## config.mk

```make
export PLATFORM = sky130hd
export DESIGN_NAME = sses_ctrl_flat
export DESIGN_NICKNAME = d
export VERILOG_FILES = /design/src/sses_pkg.sv /design/src/sses_if.sv /design/src/sses_ctrl.sv /design/src/flat_wrapper.sv
export SDC_FILE = /design/constraint.sdc
export NUM_CORES = 1
export LEC_CHECK = 0
export ABC_AREA = 1
export BUFFER_PORTS_ARGS = -buffer_cell sky130_fd_sc_hd__buf_2
export CORE_AREA = 4 4 277 279
export CTS_CLUSTER_DIAMETER = 200
export DETAILED_ROUTE_END_ITERATION = 12
export DIE_AREA = 0 0 281 283
export GPL_ROUTABILITY_DRIVEN = 0
export GPL_TIMING_DRIVEN = 0
export PLACE_DENSITY = 0.66
export SETUP_SLACK_MARGIN = 0.15
export SYNTH_ARGS = -nofsm -noshare
export SYNTH_HDL_FRONTEND = slang
export SYNTH_SLANG_ARGS = --single-unit
```

## constraint.sdc

```tcl
create_clock -name clk -period 19.25 [get_ports clk]
set_input_delay 1.925 -clock clk [delete_from_list [all_inputs] [get_ports clk]]
set_output_delay 1.925 -clock clk [all_outputs]
set_load 0.01 [all_outputs]
```

## src/sses_pkg.sv

```systemverilog
// Shared types and constants for the sorted sparse element store
`timescale 1ns / 1ps
package sses_pkg;
  localparam int CAPACITY = 1024;
  localparam int AW = $clog2(CAPACITY);
  localparam int CW = AW + 1;

  localparam logic CMD_SET = 1'b0;
  localparam logic CMD_GET = 1'b1;

  localparam logic [1:0] ST_OK = 2'd0;
  localparam logic [1:0] ST_RANGE = 2'd1;
  localparam logic [1:0] ST_NOT_LOCAL = 2'd2;
  localparam logic [1:0] ST_FULL = 2'd3;

  localparam logic [2:0] REG_ROWS = 3'd0;
  localparam logic [2:0] REG_COLS = 3'd1;
  localparam logic [2:0] REG_FIRST = 3'd2;
  localparam logic [2:0] REG_END = 3'd3;
  localparam logic [2:0] REG_CPLX = 3'd4;

  typedef struct packed {
    logic        command;
    logic [15:0] row;
    logic [15:0] column;
    logic [63:0] value_re;
    logic [63:0] value_im;
  } in_item_t;

  typedef struct packed {
    logic [63:0] read_re;
    logic [63:0] read_im;
    logic        found;
    logic [1:0]  status;
    logic [10:0] entry_total;
  } out_item_t;

  // one memory row: key and both value words
  typedef struct packed {
    logic [31:0] key;
    logic [63:0] re;
    logic [63:0] im;
  } entry_t;

  typedef struct packed {
    logic        we;
    logic [AW-1:0] waddr;
    entry_t      wdata;
    logic        re;
    logic [AW-1:0] raddr;
  } mem_req_t;
endpackage

```

## src/sses_if.sv

```systemverilog
// Valid/ready channel interfaces for the store
`timescale 1ns / 1ps
interface sses_in_if;
  import sses_pkg::*;
  logic     valid;
  logic     ready;
  in_item_t data;
  modport source (output valid, output data, input ready);
  modport sink (input valid, input data, output ready);
endinterface

interface sses_out_if;
  import sses_pkg::*;
  logic      valid;
  logic      ready;
  out_item_t data;
  modport source (output valid, output data, input ready);
  modport sink (input valid, input data, output ready);
endinterface

```

## src/sses_ctrl.sv

```systemverilog
// Sequencer: checks, binary search, shift-insert or overwrite, result
`timescale 1ns / 1ps
module sses_ctrl (
  input  logic                 clk,
  input  logic                 rst_n,
  input  logic [15:0]          num_rows,
  input  logic [15:0]          num_columns,
  input  logic [15:0]          local_first_row,
  input  logic [15:0]          local_end_row,
  input  logic                 is_complex,
  sses_in_if.sink              in_ch,
  sses_out_if.source           out_ch,
  output sses_pkg::mem_req_t   req,
  input  sses_pkg::entry_t     rdata
);
  import sses_pkg::*;

  localparam logic [2:0] S_IDLE  = 3'd0;
  localparam logic [2:0] S_KEY   = 3'd1;
  localparam logic [2:0] S_SRCH  = 3'd2;
  localparam logic [2:0] S_CHK   = 3'd3;
  localparam logic [2:0] S_SHIFT = 3'd4;
  localparam logic [2:0] S_SHWR  = 3'd5;
  localparam logic [2:0] S_DONE  = 3'd6;

  logic [2:0]    state_r, state_nxt;
  logic [CW-1:0] count_r, count_nxt;
  logic [CW-1:0] lo_r, lo_nxt, hi_r, hi_nxt;
  logic [CW-1:0] sp_r, sp_nxt;        // shift pointer
  logic          rd_pend_r, rd_pend_nxt;
  in_item_t      item_r;
  logic [31:0]   key_r;
  logic          ovalid_r, ovalid_nxt;
  out_item_t     odata_r, odata_nxt;
  logic [CW-1:0] mid;
  logic          hit;
  logic [63:0]   im_val;

  assign in_ch.ready  = (state_r == S_IDLE) && !ovalid_r;
  assign out_ch.valid = ovalid_r;
  assign out_ch.data  = odata_r;
  assign mid = lo_r + ((hi_r - lo_r) >> 1);
  assign hit = (lo_r < count_r) && (rdata.key == key_r);
  assign im_val = is_complex ? item_r.value_im : 64'd0;

  always_comb begin
    state_nxt   = state_r;
    count_nxt   = count_r;
    lo_nxt      = lo_r;
    hi_nxt      = hi_r;
    sp_nxt      = sp_r;
    rd_pend_nxt = 1'b0;
    ovalid_nxt  = ovalid_r;
    odata_nxt   = odata_r;
    req         = '0;
    if (ovalid_r && out_ch.ready) begin
      ovalid_nxt = 1'b0;
    end
    case (state_r)
      S_IDLE: begin
        if (in_ch.valid && in_ch.ready) begin
          state_nxt = S_KEY;
        end
      end
      S_KEY: begin
        odata_nxt = '0;
        odata_nxt.entry_total = count_r;
        lo_nxt = '0;
        hi_nxt = count_r;
        if (item_r.row >= num_rows || item_r.column >= num_columns) begin
          odata_nxt.status = ST_RANGE;
          state_nxt = S_DONE;
        end else if (item_r.row < local_first_row || item_r.row >= local_end_row) begin
          odata_nxt.status = ST_NOT_LOCAL;
          state_nxt = S_DONE;
        end else begin
          state_nxt = S_SRCH;
        end
      end
      S_SRCH: begin
        // each probe issues a read, then compares the returned key
        if (rd_pend_r) begin
          if (rdata.key < key_r) lo_nxt = mid + 1'b1;
          else hi_nxt = mid;
        end else if (lo_r < hi_r) begin
          req.re = 1'b1;
          req.raddr = mid[AW-1:0];
          rd_pend_nxt = 1'b1;
        end else begin
          req.re = 1'b1;
          req.raddr = lo_r[AW-1:0];
          state_nxt = S_CHK;
        end
      end
      S_CHK: begin
        odata_nxt.found = hit;
        if (hit) begin
          if (item_r.command == CMD_GET) begin
            odata_nxt.read_re = rdata.re;
            odata_nxt.read_im = is_complex ? rdata.im : 64'd0;
          end else begin
            req.we = 1'b1;
            req.waddr = lo_r[AW-1:0];
            req.wdata = '{key: key_r, re: item_r.value_re, im: im_val};
          end
          state_nxt = S_DONE;
        end else if (item_r.command == CMD_GET) begin
          state_nxt = S_DONE;
        end else if (count_r == CW'(CAPACITY)) begin
          odata_nxt.status = ST_FULL;
          state_nxt = S_DONE;
        end else begin
          sp_nxt = count_r;
          state_nxt = S_SHIFT;
        end
      end
      S_SHIFT: begin
        if (sp_r == lo_r) begin
          req.we = 1'b1;
          req.waddr = lo_r[AW-1:0];
          req.wdata = '{key: key_r, re: item_r.value_re, im: im_val};
          count_nxt = count_r + 1'b1;
          odata_nxt.entry_total = count_r + 1'b1;
          state_nxt = S_DONE;
        end else begin
          req.re = 1'b1;
          req.raddr = sp_r[AW-1:0] - 1'b1;
          state_nxt = S_SHWR;
        end
      end
      S_SHWR: begin
        req.we = 1'b1;
        req.waddr = sp_r[AW-1:0];
        req.wdata = rdata;
        sp_nxt = sp_r - 1'b1;
        state_nxt = S_SHIFT;
      end
      S_DONE: begin
        ovalid_nxt = 1'b1;
        state_nxt = S_IDLE;
      end
      default: state_nxt = S_IDLE;
    endcase
  end

  always_ff @(posedge clk) begin
    if (!rst_n) begin
      state_r   <= S_IDLE;
      count_r   <= '0;
      ovalid_r  <= 1'b0;
      rd_pend_r <= 1'b0;
    end else begin
      state_r   <= state_nxt;
      count_r   <= count_nxt;
      ovalid_r  <= ovalid_nxt;
      rd_pend_r <= rd_pend_nxt;
    end
  end

  always_ff @(posedge clk) begin
    lo_r    <= lo_nxt;
    hi_r    <= hi_nxt;
    sp_r    <= sp_nxt;
    odata_r <= odata_nxt;
    if (in_ch.valid && in_ch.ready) begin
      item_r <= in_ch.data;
    end
    if (state_r == S_KEY) begin
      key_r <= 32'(item_r.row) * 32'(num_columns) + 32'(item_r.column);
    end
  end

  a_count_max: assert property (@(posedge clk) disable iff (!rst_n)
    count_r <= CW'(CAPACITY)) else $error("entry count over capacity");
  a_count_step: assert property (@(posedge clk) disable iff (!rst_n)
    count_r != $past(count_r) |-> count_r == $past(count_r) + 1'b1)
    else $error("entry count moved by other than one");
  a_no_take_busy: assert property (@(posedge clk) disable iff (!rst_n)
    state_r != S_IDLE |-> !in_ch.ready) else $error("ready while busy");
  a_we_re: assert property (@(posedge clk) disable iff (!rst_n)
    state_r == S_SRCH |-> !req.we) else $error("write during search");
endmodule
```

## src/flat_wrapper.sv

```systemverilog
// flat-port wrapper written by rule: the top's interface ports become plain ports
module sses_ctrl_flat import sses_pkg::*;
  (clk, rst_n, num_rows, num_columns, local_first_row, local_end_row, is_complex, req, rdata, in_ch_valid, in_ch_data, in_ch_ready, out_ch_valid, out_ch_data, out_ch_ready);
  sses_in_if in_ch_i ();
  sses_out_if out_ch_i ();
  input  logic clk;
  input  logic rst_n;
  input  logic [15:0] num_rows;
  input  logic [15:0] num_columns;
  input  logic [15:0] local_first_row;
  input  logic [15:0] local_end_row;
  input  logic is_complex;
  output sses_pkg::mem_req_t req;
  input  sses_pkg::entry_t rdata;
  input wire logic [$bits(in_ch_i.valid)-1:0] in_ch_valid;
  input wire logic [$bits(in_ch_i.data)-1:0] in_ch_data;
  output wire logic [$bits(in_ch_i.ready)-1:0] in_ch_ready;
  output wire logic [$bits(out_ch_i.valid)-1:0] out_ch_valid;
  output wire logic [$bits(out_ch_i.data)-1:0] out_ch_data;
  input wire logic [$bits(out_ch_i.ready)-1:0] out_ch_ready;
  assign in_ch_i.valid = in_ch_valid;
  assign in_ch_i.data = in_ch_data;
  assign in_ch_ready = in_ch_i.ready;
  assign out_ch_valid = out_ch_i.valid;
  assign out_ch_data = out_ch_i.data;
  assign out_ch_i.ready = out_ch_ready;
  sses_ctrl u_core (.clk(clk), .rst_n(rst_n), .num_rows(num_rows), .num_columns(num_columns), .local_first_row(local_first_row), .local_end_row(local_end_row), .is_complex(is_complex), .in_ch(in_ch_i), .out_ch(out_ch_i), .req(req), .rdata(rdata));
endmodule
```

==> flow_summary.toml <==
[final_layout]
syn_to_final_growth_pct = 20.6
fin_nets = 5556
fin_cells = 5766
post-route-util_pct = 52.3
fill_cells = 7149
drive_gt1_share_pct = 18.0

[logic_synthesis]
synth_top_family_by_area = "simple AND/OR/NAND/NOR gates"
synthCells = 3951
yosys_most_used_dff = "edfxtp_1"
yosys.area_share.simple_pct = 23.4
syn_area_mm2 = 0.0322
synth_compound_area_share_pct = 5.66
synth_xor_area_share_pct = 1.74
synth_top_area_cell = "edfxtp_1"
synth_most_common_cell = "nand2_1"
yosys-top-cells-area = "edfxtp_1, fa_1, nand2_1"
synth_area_per_cell_um2 = 8.15
yosys.area.top_type_share_pct = 34.3
synth.distinct_cells = 42
async_reset_ff_share_pct = 0
synth_nets = 4789
synthTopCellsByCount = "nand2_1, inv_1, edfxtp_1, nor2_1, nand3_1"
synth_edf_count = 368
synth_fa_ha_area_share_pct = 22.3
synth-seq-area-share_pct = 35.3
yosys_warnings = 0
synth.area.mux_share_pct = 0
ys_ff_latch = 384

[critical_path]
critical_path_class = "primary input to flop"
crit_path_frequent_cell = "fa_1"
crit_slowest_cell = "clkbuf_1"
endpoint_kind = "flop"
max_stage_delay_ns = 0.74
critPathRequiredTime_ns = 19.57
worst-path-max-fanout = 10
critPathArrivalTime_ns = 7.99
path_cells = "clkbuf_1 -> clkbuf_1 -> nand2_1 -> fa_1 -> fa_1 -> inv_1 -> fa_1 -> inv_1 -> fa_1 -> fa_1 -> fa_1 -> inv_1 -> ha_1 -> nand2_1 -> inv_1 -> a21boi_0 -> nand2_1 -> nand2_1 -> nand3_1 -> a21oi_1 -> xor2_1"
cp-start-kind = "primary input"

[cts]
cts_root_buf = "clkbuf_16"
clockBufferDepth = 3
hold_buffers = 0
cts-buffers-inserted = 45
cts_tree = "done"
clk_pin_slew_ns = 0.06
postCtsSetupBuffers = 0
clkLatencyLatePin_ns = 0.62
cts_sinks = 384
cts_resized = 0
htreeDepth = 2

[run_status]
outcome = "completed"

[sta]
worstMarginPinSlew_ns = 1.34
finalCriticalPeriod_ns = 7.67
hold_viol = 0
timing.fmax_mhz = 130
slew_violations = 0
fin_skew_ns = 0.0493
rsz0062_at_grt = "no"
slew_headroom_pct = 11.0
fin_crit_sh_pct = 39.9
setup_viol = 0

[hold_path]
hold_class = "flop to flop"

[routing]
wire_per_inst_um = 23.5
viasPerCell = 5.39
drt_iter0_drc = 3727
firstDrtPassIters = 6
routed_wl_um = 136000
via_count = 31100
postRouteAntennaNets = 0
drc = 0

[placement]
dp.cells = 5640
portBuffers = 699
dp_hpwl_um = 111000

[floorplan]
core_mm2 = 0.0742
die_h_um = 283
rows = 100
die_w_um = 281
die_area_mm2 = 0.0795
ios = 716
initial_core_util_pct = 43.4

[global_routing]
track_usage_pct = 33.0
grt_start_max_net_pins = 34
first_global_vias = 29700
grt_pass1_wl_um = 194000
grt_overflow = 0
antenna_found_initial = 67

[job]
cap_violations = 0
-- layout by cell type, fill, tap and decap left out, drive strengths merged, types with 87 or more instances in the layout --
| cell | synthesis | layout |
|---|---|---|
| a21oi | 125 | 125 |
| buf | 46 | 766 |
| clkbuf | 168 | 219 |
| edfxtp | 368 | 368 |
| fa | 212 | 212 |
| ha | 236 | 236 |
| inv | 759 | 762 |
| nand2 | 960 | 960 |
| nand3 | 271 | 271 |
| nor2 | 306 | 306 |
| nor3 | 132 | 132 |
| o21ai | 87 | 87 |
-- path summary, 6_finish.rpt --
kind	start	endpoint	slack [ns]	cells past startpoint
max	num_columns[4]	u_core.key_r[30]$_DFFE_PP_	11.58	21
min	u_core.count_r[9]$_SDFFE_PN0P_	u_core.count_r[9]$_SDFFE_PN0P_	0.57	2
max reg2reg	u_core.item_r[154]$_DFFE_PP_	u_core.key_r[29]$_DFFE_PP_	12.61	23
min reg2reg	u_core.count_r[9]$_SDFFE_PN0P_	u_core.count_r[9]$_SDFFE_PN0P_	0.57	2
-- cell type report --
| class | count | area (um2) | share of cell area [%] |
|---|---|---|---|
| well taps | 969 | 1210 | 3.12 |
| flip-flops and latches | 384 | 11400 | 29.3 |
| clock inverters | 31 | 333 | 0.857 |
| clock buffers | 51 | 1150 | 2.96 |
| diodes | 44 | 110 | 0.284 |
| multi-input cells | 2593 | 17100 | 44.1 |
| repair buffers | 720 | 3790 | 9.77 |
| inverters | 760 | 2850 | 7.35 |
| plain buffers | 214 | 866 | 2.23 |
-- sequential cells by signal, summed over array words and instances (netlist names) --
name,flops
u_core.count_r,11
u_core.hi_r,11
u_core.item_r,161
u_core.key_r,32
u_core.lo_r,11
u_core.out_ch.data,142
u_core.out_ch.valid,1
u_core.rd_pend_r,1
u_core.sp_r,11
u_core.state_r,3
-- stage by stage --
| stage | TNS (ns) | hold WS [ns] | setup WS (ns) | area [um2] |
|---|---|---|---|---|
| 2_1_floorplan | 0 | 0.495 | 4.87 | 32200 |
| 3_3_place_gp | -396.78 | 0.545 | -2.51 | 36900 |
| 3_5_place_dp | 0 | 0.555 | 11.11 | 37200 |
| 4_1_cts | 0 | 0.563 | 11.73 | 38700 |
| 5_1_grt | 0 | 0.596 | 11.33 | 38800 |
| 6_report | 0 | 0.571 | 11.58 | 38800 |
-- worst max-delay path, delay by kind of cell --
family | cells | cell delay (ns)
AOI/OAI and AO/OA | 2 | 0.46
xor gates and xnor gates | 1 | 0.09
and+or+nand+nor | 5 | 0.67
buffers and inverters | 6 | 1.46
adders and majority gates | 7 | 3.41
-- routing by layer --
layer  up-vias  part of all wire [%]  GRT usage [%]  wire, um
li1      14200                     -              -         -
met1     14600                    36           40.6     48800
met2      1846                    43           50.1     58800
met3       416                    13           10.1     17100
met4        22                   8.0           22.1     10900
met5         -                  0.11              0       153
-- logic make-up after synthesis --
logic type	after synthesis
buffers and inverters	974
DFF	384
adders and majority gates	448
AOI/OAI and AO/OA	314
and+or+nand+nor	1767
xor gates and xnor gates	64
Power is not shown: default switching activity piles up to over one toggle a cycle in this logic, so the estimate is an artifact.
